**config.mk**
```make
export PLATFORM = sky130hd
export DESIGN_NAME = ptm_queue
export DESIGN_NICKNAME = d
export VERILOG_FILES = /design/src/design/ptm_pkg.sv /design/src/design/ptm_queue.sv
export SDC_FILE = /design/constraint.sdc
export NUM_CORES = 1
export LEC_CHECK = 0
export ABC_AREA = 1
export BUFFER_PORTS_ARGS = -buffer_cell sky130_fd_sc_hd__buf_2
export CORE_MARGIN = 5
export CORE_UTILIZATION = 35
export DETAILED_ROUTE_END_ITERATION = 10
export GPL_ROUTABILITY_DRIVEN = 1
export MAX_ROUTING_LAYER = met4
export PLACE_DENSITY = 0.58
export RECOVER_POWER = 50
export SKIP_LAST_GASP = 1
export SLEW_MARGIN = 20
export SYNTH_ARGS = -nofsm -noshare
export SYNTH_HDL_FRONTEND = slang
export SYNTH_SLANG_ARGS = --single-unit
```
**constraint.sdc**
```tcl
create_clock -name clk -period 9.45 [get_ports clk]
set_input_delay 1.4175 -clock clk [delete_from_list [all_inputs] [get_ports clk]]
set_output_delay 1.4175 -clock clk [all_outputs]
set_load 0.02 [all_outputs]
```
**src/design/ptm_pkg.sv**
```systemverilog
// Shared types, constants and helper functions for the parameter taper mapper.
`timescale 1ns / 1ps
`default_nettype none

package ptm_pkg;

    // Fixed-point format of values; proportions are always Q1.16
    localparam int FRAC_BITS = 16;

    localparam int VAL_W     = 32;
    localparam int PROP_W    = 17;
    localparam int LG_W      = 21;   // log2 result: 5 integer bits, 16 fraction bits
    localparam int LG_LAT    = 17;   // normalize stage plus one stage per log2 fraction bit
    localparam int EX_STEPS  = 16;   // one stage per exponent fraction bit
    localparam int DIV_BITS  = 17;   // quotient bits of the proportion divider
    localparam int NUM_W     = 50;
    localparam int DEN_W     = 33;
    localparam int QDEPTH    = 4;
    localparam int QPTR_W    = 2;
    localparam int CFG_IDX_W = 3;

    localparam logic [PROP_W-1:0] PROP_ONE  = 17'd65536;
    localparam logic [PROP_W-1:0] PROP_HALF = 17'd32768;

    localparam logic signed [VAL_W-1:0] RESET_HIGH = 32'(1 << FRAC_BITS);
    localparam logic [30:0]             RESET_STEP = 31'((1 << FRAC_BITS) / 100);

    localparam logic MODE_VALUE = 1'b0;
    localparam logic MODE_PROP  = 1'b1;

    // Register indexes of the write port
    typedef enum logic [CFG_IDX_W-1:0] {
        REG_RANGE_LOW  = 3'd0,
        REG_RANGE_HIGH = 3'd1,
        REG_STEP       = 3'd2,
        REG_ZERO_THR   = 3'd3,
        REG_TAPER      = 3'd4
    } reg_idx_t;

    typedef enum logic [1:0] {
        TAPER_LIN = 2'd0,
        TAPER_EXP = 2'd1,
        TAPER_BIP = 2'd2
    } taper_t;

    typedef struct packed {
        logic                    mode;
        logic signed [VAL_W-1:0] operand;
    } in_word_t;

    typedef struct packed {
        logic signed [VAL_W-1:0] param_value;
        logic [PROP_W-1:0]       proportion;
    } out_word_t;

    // Effective configuration, derived from the registers
    typedef struct packed {
        taper_t                  kind;
        logic signed [VAL_W-1:0] lo;
        logic signed [VAL_W-1:0] hi;
        logic signed [VAL_W-1:0] amin;
        logic signed [VAL_W-1:0] bmax;
        logic [30:0]             zt;
        logic                    flip;
        logic                    bad;   // exponential or bipolar taper with a non-positive bound
    } cfg_t;

    // Word passed from front to back
    typedef struct packed {
        logic signed [VAL_W-1:0] v;
        logic [LG_W-1:0]         lglo;
        logic [LG_W-1:0]         lghi;
    } qword_t;

    // Floor square root, used only at elaboration for the factor table
    function automatic logic [63:0] isqrt64(input logic [63:0] a_in);
        logic [63:0] a;
        logic [63:0] res;
        logic [63:0] bt;
        a   = a_in;
        res = '0;
        bt  = 64'd1 << 62;
        for (int j = 0; j < 32; j++) begin
            if (a >= res + bt) begin
                a   = a - (res + bt);
                res = (res >> 1) + bt;
            end else begin
                res = res >> 1;
            end
            bt = bt >> 2;
        end
        return res;
    endfunction

    // Factors 2^(2^-k), k = 1..16, in Q1.30
    function automatic logic [EX_STEPS-1:0][30:0] exp_factors();
        logic [EX_STEPS-1:0][30:0] f;
        logic [63:0]               t;
        t = 64'd1 << 31;
        for (int k = 0; k < EX_STEPS; k++) begin
            t    = isqrt64(t << 30);
            f[k] = t[30:0];
        end
        return f;
    endfunction

    localparam logic [EX_STEPS-1:0][30:0] EXP_FACTOR = exp_factors();

    // Divide by 2^16, rounded to nearest, ties away from zero
    function automatic logic signed [50:0] rnd16(input logic signed [50:0] x);
        logic [50:0] mag;
        logic [50:0] q;
        mag = x[50] ? 51'(-x) : 51'(x);
        q   = (mag + 51'd32768) >> 16;
        return x[50] ? -$signed(q) : $signed(q);
    endfunction

    // Clamp a 33-bit value into [a, b]
    function automatic logic signed [31:0] sat_range(input logic signed [32:0] x,
                                                     input logic signed [31:0] a,
                                                     input logic signed [31:0] b);
        logic signed [31:0] r;
        if (x < 33'(a)) r = a;
        else if (x > 33'(b)) r = b;
        else r = x[31:0];
        return r;
    endfunction

endpackage

`default_nettype wire

```
**src/design/ptm_queue.sv**
```systemverilog
// Short FIFO between the front and back parts of the mapper.
`timescale 1ns / 1ps
`default_nettype none

module ptm_queue (
    input  wire logic            clk,
    input  wire logic            rst_n,
    input  wire logic            push,
    input  wire ptm_pkg::qword_t din,
    input  wire logic            pop,
    output ptm_pkg::qword_t      dout,
    output logic                 full,
    output logic                 empty
);

    ptm_pkg::qword_t             mem_reg [ptm_pkg::QDEPTH];
    logic [ptm_pkg::QPTR_W-1:0]  wr_reg;
    logic [ptm_pkg::QPTR_W-1:0]  rd_reg;
    logic [ptm_pkg::QPTR_W:0]    cnt_reg;
    logic                        do_push;
    logic                        do_pop;

    assign full    = (cnt_reg == (ptm_pkg::QPTR_W+1)'(ptm_pkg::QDEPTH));
    assign empty   = (cnt_reg == '0);
    assign do_push = push && !full;
    assign do_pop  = pop && !empty;
    assign dout    = mem_reg[rd_reg];

    // Pointers and fill count
    always_ff @(posedge clk or negedge rst_n)
    begin
        if (!rst_n)
        begin
            wr_reg  <= '0;
            rd_reg  <= '0;
            cnt_reg <= '0;
        end
        else
        begin
            if (do_push) wr_reg <= wr_reg + 1'b1;
            if (do_pop) rd_reg <= rd_reg + 1'b1;
            if (do_push && !do_pop) cnt_reg <= cnt_reg + 1'b1;
            else if (do_pop && !do_push) cnt_reg <= cnt_reg - 1'b1;
        end
    end

    // Storage
    always_ff @(posedge clk)
    begin
        if (do_push) mem_reg[wr_reg] <= din;
    end

endmodule

`default_nettype wire

```
==> Yosys cells after proc, flatten, opt, wreduce, memory -nomap -nowiden <==
Memory sizes are Yosys's and may differ from the RTL's.
Index checks and enable logic that the tools add are counted.
{ "word_totals": {"ff_bits": 7, "mem_bits_rw": 296, "in_bits": 78, "output_inout_bits": 76, "wordCells": 23, "n_memories": 1} }
{ "classes": {"add_sub_neg": 4, "n_eq_ne": 1, "n_mux": 4, "reduce_logical": 10} }
{ "mem_list": {"columns": ["name", "words", "width", "rd", "rd_ports_with_merged_regs", "write_ports", "line", "source"], "rows": [
  ["mem_reg", 4, 74, 1, 0, 1, "ptm_queue.sv:16", "ptm_pkg::qword_t mem_reg [ptm_pkg::QDEPTH];"]
]} }
{ "ops": {"columns": ["operator", "count"], "rows": [
  ["two-way mux 3 bit", 2],
  ["adder 2 x 1 -> 2 bit (second input constant)", 2],
  ["logical AND 1 bit", 4],
  ["logical NOT 1 bit", 4],
  ["adder 3 x 1 -> 3 bit (second input constant)", 1],
  ["== test 3 bit (second input constant)", 1],
  ["logical NOT 3 bit", 1],
  ["subtractor 3 x 1 -> 3 bit (second input constant)", 1],
  ["two-way mux 1 bit", 2],
  ["nonzero test 2 bit", 1]
]} }

==> Depth between registers and ports, before layout <==
Gate-level depths: netlist of the first run.
{ "depth": {"depth_word": 7, "mapped_depth": 12, "depth_no_buf": 12} }

==> Worst setup path after synthesis of the first run <==
Ideal clock, no wire load.
{ "synth_timing": {"kind": "input port to flip-flop", "from": "in push", "to": "mem mem_reg[0][0] in the netlist's numbering (enable)", "setup_ns": 0.507, "arrival_time_ns": 4.651, "required_ns": 8.943, "slack_ns": 4.292, "stages": 2, "path_buffers": 0, "path_cell_list": "nand2_1 -> nor2_1"} }
{ "synth_via": {"elab_chain_len": 3} }
{ "synth_rtl": {"columns": ["item", "line", "source"], "rows": [
  ["from (decl)", "ptm_queue.sv:8", "input wire logic push,"],
  ["logical AND 1 bit", "ptm_queue.sv:25", "assign do_push = push && !full;"],
  ["two-way mux 1 bit", "ptm_queue.sv:50", "if (do_push) mem_reg[wr_reg] <= din;"],
  ["two-way mux 1 bit (not written as such)", "ptm_queue.sv:50", null],
  ["to (decl)", "ptm_queue.sv:16", null]
]} }
Every way passes these cells.

==> flow_metrics.tcl, run 1 <==
set metrics [dict create \
    syn_inst 925 \
    regArea_um2 9070 \
    setup_viol 0 \
    r2r_start "cnt_reg[0]" \
    grtUsageTotal_pct 12.9 \
    ys_types 19 \
    final_cell_area_um2 14300 \
    hold_depth 2 \
    start_util_pct 35.3 \
    clk_pin_slew_ns 0.06 \
    critPathKind "reg2out" \
    tns_ns 0 \
    htree_levels 2 \
    worstReg2RegEnd "mem_reg[1][28]" \
    largest_reg_flops 296 \
    antenna_left 0 \
    worstPathArrival_ns 3.40 \
    synth-seq-cells 303 \
    multi_input_area_um2 2180 \
    synth-edff-count 296 \
    cts-hold-fix-buffers 0 \
    cts_setup_buffers 0 \
    fmax_mhz 207 \
    power.static_leakage_nw 5.55 \
    max-clock-path-buffers 3 \
    outcome "complete, but fails checks" \
    worstPathRequired_ns 8.03 \
    drt_first_pass_iters 4 \
    io_buffers 153 \
    max_cap_violations 2 \
    cts_tree "yes" \
    first_iter_violations 285 \
    fin_crit_ns 4.82 \
    ctsResizeCount 0 \
    synth_top_cell_area_share_pct 73.4 \
    ir_drop_mv 0.178 \
    cts-buffers-inserted 34 \
    synth_area_leaders "edfxtp_1 73%, o211ai_1 9.2%, nand2_1 7.4%, inv_1 5.0%, dfrtp_1 1.4%" \
    grt_max_degree 196 \
    cts_sinks 303 \
    slew_headroom_pct -49.3 \
    wl_um 24400 \
    fin_crit_sh_pct 51.0 \
    viasPerCell 4.55 \
    route.detailed.drc 0 \
    synth_warnings 0 \
    hp-start "cnt_reg[2]" \
    fin_skew_ns 0.0120 \
    vias 7058 \
    met1_length_um 10700 \
    fp.coreArea_um2 34400 \
    dieArea_um2 38400 \
    worst_pin_slew_ns 2.24 \
    rsz0062_at_grt "false" \
    highest_layer "met4" \
    grt_pass1_vias 7062 \
    routedWlPerCell_um 15.8 \
    clk_latency_ns 0.49 \
    die_h_um 196 \
    overflow 0 \
    netlist_area_um2 12100 \
    end_kind "primary output" \
    ys_seq_area_share_pct 74.8 \
    yosysTopAreaCell "edfxtp_1" \
    drive_above_1_share_pct 12.2 \
    slew_violations 55 \
    hold_class "reg2reg" \
    n_fill_cell 3248 \
    failed_checks "capacitance limit, slew limit" \
    synth_nets 1009 \
    fp.dieW_um 196 \
    reg2regPathDepth 6 \
    nets 1159 \
    dp_hpwl_um 14100 \
    utilization_pct 41.5 \
    yosysMostFrequentCell "edfxtp_1" \
    place_congestion 0.690 \
    ys.flop_type "edfxtp_1" \
    cp-start-kind "flip-flop" \
    grt_pass1_wl_um 38500 \
    async_flop_share_pct 2.31 \
    avgSynthCellArea_um2 13.1 \
    rows 68 \
    pin_count 154 \
    whs_endpoint "cnt_reg[2]" \
    cts_root_buf "clkbuf_16" \
    met3_length_um 1340 \
    post_dp_cell_area_um2 13300 \
    final-hold-violation-count 0 \
    rrSetupSlack_ns 5.64 \
    wl_met2_um 12000 \
    antenna_found_initial 2 \
    syn2layout_area_growth_pct 17.6 \
    powerDensity_nw_per_um2 329 \
    cp_max_fo 38 \
    synth_commonest_cells "296 x edfxtp_1, 240 x nand2_1, 163 x inv_1, 148 x o211ai_1, 28 x buf_2" \
]
where the power goes:
| part | total [mW] | switching [mW] | internal, mW |
|---|---|---|---|
| combinational | 1.58 | 1.13 | 0.444 |
| sequential | 1.86 | 0.0865 | 1.77 |
| clock | 1.25 | 0.482 | 0.765 |
| total | 4.68 | 1.70 | 2.98 |
area by class of cell:
type | count | area share [%]
sequential | 303 | 63.6
multi-input combinational | 408 | 15.3
clock buffer | 44 | 6.75
timing repair buffer | 163 | 5.21
inverter | 165 | 4.40
tap | 455 | 3.99
clock inverter | 11 | 0.702
antenna | 2 | 0.0351
worst max-delay path: stages (launching register included):
cell and delay [ns]:
dfrtp_4 0.68, inv_1 1.13, buf_4 0.60, o211ai_1 0.17, nand2_1 0.13, buf_2 0.17
worst max-delay path by stage:
stage / endpoint / start / slack (ns)
2_1_floorplan: mem_reg[0][0] / push / 4.29
3_3_place_gp: dout[14] / rd_reg[0] / 5.43
3_5_place_dp: dout[12] / rd_reg[0] / 5.38
4_1_cts: dout[12] / rd_reg[0] / 4.83
5_1_grt: dout[14] / rd_reg[1] / 4.33
6_report: dout[20] / rd_reg[1] / 4.63
cells by family (layout without fill, tap and decap cells):
logic type	Yosys count	in the layout	synth area share (%)
buf+inv	214	383	7.33
xor+xnor	1	1	0.0723
simple gates	252	252	7.90
other cells	0	2	0
compound gates	149	149	9.21
fa+ha+maj	6	6	0.682
flops	303	303	74.8
per-layer routing:
metal  GRT usage, %  vias to the layer above
met5              -                        -
met4           3.10                        0
met2           21.8                      145
met1           15.9                     3354
met3           3.07                       45
li1               -                     3514
layout by cell type (no fill, tap or decap), drive strengths merged:
cell and instances:
buf 86, bufinv 2, clkbuf 121, clkinv 8, clkinvlp 1, dfrtp 7, diode 2, edfxtp 296
fa 1, ha 5, inv 165, nand2 240, nand3 7, nand4 1, nor2 4, o211ai 148
o21ai 1, xnor2 1
through the flow:
| stage | setup WS (ns) | total power, mW | hold WS (ns) | std cells |
|---|---|---|---|---|
| after floorplan | 4.29 | 3.01 | 0.463 | 925 |
| after global placement | 5.43 | 3.49 | 0.484 | 1494 |
| after detailed placement | 5.38 | 3.51 | 0.495 | 1494 |
| after CTS | 4.83 | 4.78 | 0.507 | 1549 |
| after global routing | 4.33 | 4.99 | 0.535 | 1551 |
| final | 4.63 | 4.68 | 0.500 | 1551 |
(Power assumes the default switching activity.)
==> run 2: changes to the inputs <==
--- a/config.mk
+++ b/config.mk
@@ -5,14 +5,14 @@
 export SDC_FILE = /design/constraint.sdc
 export NUM_CORES = 1
 export LEC_CHECK = 0
-export ABC_AREA = 1
+export ABC_AREA = 0
 export BUFFER_PORTS_ARGS = -buffer_cell sky130_fd_sc_hd__buf_2
 export CORE_MARGIN = 5
 export CORE_UTILIZATION = 35
 export DETAILED_ROUTE_END_ITERATION = 10
 export GPL_ROUTABILITY_DRIVEN = 1
 export MAX_ROUTING_LAYER = met4
-export PLACE_DENSITY = 0.58
+export PLACE_DENSITY = 0.6
 export RECOVER_POWER = 50
 export SKIP_LAST_GASP = 1
 export SLEW_MARGIN = 20
==> constraint.sdc (replaced) <==
create_clock -name clk -period 4.3 [get_ports clk]
set_input_delay 0.645 -clock clk [delete_from_list [all_inputs] [get_ports clk]]
set_output_delay 0.645 -clock clk [all_outputs]
set_load 0.02 [all_outputs]
==> run 2 against run 1 <==
  * Critical path depth is 1 lower
  * Worst hold slack worse by 0.086 ns
  * Synthesized area is 8.0% lower
  * The run still ends with capacitance limit, slew limit left
  * Final area is 5.8% lower
  * Critical endpoint is now mem_reg[2][68]
  * Sequential share of layout area is 4.0 points higher
  * Non-clock buffer count is 1 lower
==> flow_metrics.tcl, run 2 <==
set metrics [dict create \
    tns_ns 0 \
    avgSynthCellArea_um2 26.3 \
    cp-start-kind "flip-flop" \
    met3_length_um 1440 \
    ctsResizeCount 0 \
    routedWlPerCell_um 20.4 \
    p_total_mw 9.93 \
    grt_pass1_wl_um 32400 \
    grtUsageTotal_pct 12.1 \
    cts_setup_buffers 0 \
    critPathKind "reg2reg" \
    cts-buffers-inserted 34 \
    synth_top_cell_area_share_pct 79.8 \
    fin_ws_ns 1.09 \
    route.detailed.drc 0 \
    synth-seq-cells 303 \
    rows 65 \
    slew_headroom_pct -34.6 \
    fin_crit_ns 3.21 \
    cts-hold-fix-buffers 1 \
    fin_crit_sh_pct 74.7 \
    clockPowerShare_pct 28.7 \
    grt_max_degree 76 \
    max_cap_violations 3 \
    io_buffers 153 \
    clk_latency_ns 0.49 \
    netlist_area_um2 11100 \
    syn2layout_area_growth_pct 20.4 \
    combPwrFrac_pct 29.9 \
    pwr-share-seq_pct 41.4 \
    rsz0062_at_grt "false" \
    first_iter_violations 217 \
    worst_pin_slew_ns 2.02 \
    hold_class "in2reg" \
    synth-edff-count 296 \
    fp.coreArea_um2 31500 \
    cts_sinks 303 \
    die_h_um 188 \
    synth_warnings 0 \
    pin_count 154 \
    n_fill_cell 2701 \
    synth_nets 507 \
    grt_pass1_vias 5612 \
    start_util_pct 35.4 \
    p_sw_mw 3.04 \
    viasPerCell 4.79 \
    worstPathRequired_ns 4.46 \
    antenna_found_initial 2 \
    ir_drop_mv 0.427 \
    yosysTopAreaCell "edfxtp_1" \
    async_flop_share_pct 2.31 \
    final-hold-violation-count 0 \
    power.static_leakage_nw 4.39 \
    cp_max_fo 41 \
    ys.flop_type "edfxtp_1" \
    place_congestion 0.700 \
    cts_tree "yes" \
    highest_layer "met4" \
    max-clock-path-buffers 3 \
    sw_frac_of_total_pct 30.6 \
    regArea_um2 9070 \
    synth_commonest_cells "296 x edfxtp_1, 74 x mux4_2, 7 x buf_2, 7 x dfrtp_1" \
    outcome "complete, but fails checks" \
    drive_above_1_share_pct 33.3 \
    fp.dieW_um 188 \
    setup_viol 0 \
    cts_root_buf "clkbuf_16" \
    worstPathArrival_ns 3.38 \
    dp_hpwl_um 12900 \
    ys_seq_area_share_pct 81.3 \
    layout_commonest_cell "edfxtp_1" \
    dieArea_um2 35500 \
    syn_inst 423 \
    p_int_mw 6.90 \
    drt_first_pass_iters 4 \
    wl_met2_um 10300 \
    wl_um 21000 \
    htree_levels 2 \
    clk_pin_slew_ns 0.06 \
    largest_reg_flops 296 \
    powerDensity_nw_per_um2 740 \
    fmax_mhz 311 \
    fin_skew_ns 0.0109 \
    multi_input_area_um2 1880 \
    synth_area_leaders "edfxtp_1 80%, mux4_2 15%, dfrtp_1 1.6%, buf_12 0.90%, ha_1 0.56%" \
    end_kind "flip-flop" \
    overflow 0 \
    met1_length_um 8900 \
    nets 687 \
    ys_types 21 \
    antenna_left 0 \
    vias 4939 \
    failed_checks "capacitance limit, slew limit" \
    final_cell_mix "296 x edfxtp_1, 82 x clkbuf_1, 77 x buf_2" \
    pre_cts_ws_ns 1.55 \
    yosysMostFrequentCell "edfxtp_1" \
    slew_violations 102 \
]
-- run 2: cell types whose count changed after synthesis, moves of 6 or more --
| cell | previous run | this run |
|---|---|---|
| nand2_1 | 240 | 1 |
| nand3_1 | 7 | 1 |
| buf_2 | 28 | 7 |
| o211ai_1 | 148 | 0 |
| mux4_2 | 0 | 74 |
| buf_1 | 6 | 0 |
| inv_1 | 163 | 4 |
-- run 2: power groups by stage --
stage               Combinational (mW)  Clock, mW  Sequential (mW)
floorplan                         2.22          0             4.09
global placement                  2.88          0             4.24
detailed placement                2.96          0             4.27
CTS                               2.97       2.92             4.22
global route                      3.21       3.05             4.17
finish                            2.97       2.85             4.12
-- run 2: layout make-up --
class	count	area share (%)
Clock buffer	45	7.27
Timing Repair Buffer	162	6.12
Sequential cell	303	67.6
Multi-Input combinational cell	98	14.0
Antenna cell	2	0.0373
Clock inverter	16	1.08
Tap cell	402	3.75
Inverter	4	0.112
-- run 2: path summary, 6_finish.rpt --
| path | end | startpoint | cells after the start | slack [ns] |
|---|---|---|---|---|
| min | mem_reg[1][30] | din[30] | 1 | 0.41 |
| max in group asynchronous | rd_reg[1] | rst_n | 2 | 3.38 |
| min in group asynchronous | cnt_reg[0] | rst_n | 2 | 0.59 |
| max | mem_reg[2][68] | cnt_reg[2] | 4 | 1.09 |
| min reg2reg | cnt_reg[2] | cnt_reg[2] | 1 | 0.49 |
| max reg2reg | mem_reg[2][68] | cnt_reg[2] | 4 | 1.09 |
-- run 2: metal layers --
layer  up-vias  track usage [%]
li1       2183                -
met1      2577             15.1
met2       142             19.6
met3        37             3.76
met4         0             3.03
met5         -                -
-- run 2: logic make-up (layout without fill, tap and decap cells) --
kind of cell,after synthesis,count (layout),share of synthesized area (%)
simple gates,10,10,0.561
xor+xnor,6,6,0.472
flops,303,303,81.3
buf+inv,22,227,1.72
mux,76,76,15.2
fa+ha+maj,6,6,0.741
other cells,0,2,0
-- run 2: stage by stage --
step	hold slack, ns	util (%)	instances	instance area [µm²]
detailed placement	0.481	39.3	967	12400
global route	0.399	42.6	1032	13400
global placement	0.461	39.0	964	12300
CTS	0.336	42.9	1029	13500
finish	0.413	42.6	1032	13400
floorplan	0.349	-	423	11100
-- run 2: critical path, stage by stage (launching register included) --
cell and delay, ns:
dfrtp_1 0.40, nor3b_1 0.16, nor2b_1 0.40, and2_1 1.56
buf_16 0.33
==> run 3: changes to the inputs <==
==> constraint.sdc (replaced) <==
create_clock -name clk -period 2.7 [get_ports clk]
set_input_delay 0.405 -clock clk [delete_from_list [all_inputs] [get_ports clk]]
set_output_delay 0.405 -clock clk [all_outputs]
set_load 0.02 [all_outputs]
==> run 3 against run 2 <==
  * Highest routed layer unchanged
  * Largest power group unchanged
  * First-iteration DRC count is 6.0% lower
  * Via count up 1.6%
  * Critical path depth fell by 1
  * Count of clock-buffer cells in the layout is 2 lower
  * Worst hold slack got worse by 0.25 ns
  * The run now ends clean
  * Sequential power rose by 57%
  * Combinational power increased by 65%
  * Non-clock buffer count rose by 11
  * Setup slack got worse by 0.86 ns
  * Utilization grew 0.28 points
==> flow_metrics.tcl, run 3 (synthesis gave the netlist of run 2 again) <==
set metrics [dict create \
    outcome "completed" \
    fp.dieW_um 188 \
    grt_pass1_vias 5583 \
    critPathKind "reg2out" \
    layout_commonest_cell "edfxtp_1" \
    pin_count 154 \
    cts_tree "yes" \
    power.static_leakage_nw 4.44 \
    cp-endpoint "dout[65]" \
    drive_above_1_share_pct 35.1 \
    hold_class "in2reg" \
    rrSetupSlack_ns 0.44 \
    cts-buffers-inserted 34 \
    io_buffers 153 \
    rows 65 \
    max-clock-path-buffers 3 \
    grtUsageTotal_pct 12.2 \
    start_util_pct 35.4 \
    grt_max_degree 75 \
    vias 5016 \
    slew_violations 0 \
    fin_crit_ns 2.47 \
    final-hold-violation-count 0 \
    syn2layout_area_growth_pct 21.2 \
    dp_hpwl_um 12400 \
    regArea_um2 9070 \
    p_total_mw 15.9 \
    worstReg2RegEnd "mem_reg[3][20]" \
    tns_ns 0 \
    r2r_start "cnt_reg[2]" \
    dp.cells 972 \
    cts_root_buf "clkbuf_16" \
    cts_sinks 303 \
    nets 698 \
    multi_input_area_um2 1890 \
    route.detailed.drc 0 \
    wl_um 21200 \
    setup_viol 0 \
    antenna_left 0 \
    slew_headroom_pct 47.3 \
    first_iter_violations 204 \
    fin_skew_ns 0.00975 \
    viasPerCell 4.80 \
    fin_crit_sh_pct 91.6 \
    clk_pin_slew_ns 0.06 \
    routedWlPerCell_um 20.3 \
    cp_max_fo 31 \
    crit_start "rd_reg[0]" \
    end_kind "primary output" \
    drt_first_pass_iters 6 \
    utilization_pct 42.9 \
    fmax_mhz 405 \
    largest_reg_flops 296 \
    cp-start-kind "flip-flop" \
    rsz0062_at_grt "false" \
    worstPathArrival_ns 2.07 \
    max_cap_violations 0 \
    ir_drop_mv 0.589 \
    clk_latency_ns 0.49 \
    dieArea_um2 35500 \
    die_h_um 188 \
    worstPathRequired_ns 2.30 \
    place_congestion 0.755 \
    n_fill_cell 2705 \
    overflow 0 \
    antenna_found_initial 3 \
    grt_pass1_wl_um 32600 \
    reg2regPathDepth 5 \
    worst_pin_slew_ns 0.791 \
    fp.coreArea_um2 31500 \
    final_cell_mix "296 x edfxtp_1, 82 x clkbuf_1, 78 x buf_2" \
    layout.cells.non_filler 1044 \
    powerDensity_nw_per_um2 1180 \
    htree_levels 2 \
]
## run 3: cell type report
cell class                      count  area share (%)
Sequential cell                   303            67.2
Multi-Input combinational cell     98            14.0
Clock buffer                       43            7.02
Timing Repair Buffer              173            6.54
Tap cell                          402            3.72
Clock inverter                     18            1.43
Inverter                            4           0.111
Antenna cell                        3          0.0556
## run 3: where the power goes
part           total [mW]  internal, mW  switching (mW)
clock                4.57          2.87            1.70
combinational        4.90          2.01            2.89
sequential           6.48          6.24           0.240
total                15.9          11.1            4.83
## run 3: repair_timing
item	in CTS	in global routing
setup buffers	0	7
endpoints found under the setup margin	0	35
hold buffers	1	0
hold endpoints to repair	7	0
resized for setup	0	0
## run 3: metal layers
metal	track usage, %	routed length, µm
met5	-	0
met3	3.67	1480
met4	2.86	322
met2	20.6	10900
met1	14.6	8460
## run 3: critical path, stage by stage (launching register included)
cell and delay [ns]:
dfrtp_4 0.52, buf_12 0.29, mux4_2 0.57, buf_2 0.18
## run 3: stage by stage
step	setup WS (ns)	hold slack, ns	cell area [µm²]
floorplan	0.483	0.109	11100
global route	0.0938	0.152	13500
CTS	0.00507	0.0946	13600
finish	0.228	0.168	13500
global placement	0.566	0.247	12400
detailed placement	0.541	0.254	12400
## run 3: worst min path at each step
| stage | from | end | cells after the start |
|---|---|---|---|
| 6_report | din[0] | mem_reg[2][0] | 1 |
| 5_1_grt | din[2] | mem_reg[1][2] | 1 |
| 4_1_cts | din[0] | mem_reg[3][0] | 1 |
| 3_5_place_dp | rst_n | rd_reg[1] | 1 |
| 3_3_place_gp | rst_n | cnt_reg[0] | 1 |
| 2_1_floorplan | rst_n | cnt_reg[0] | 0 |
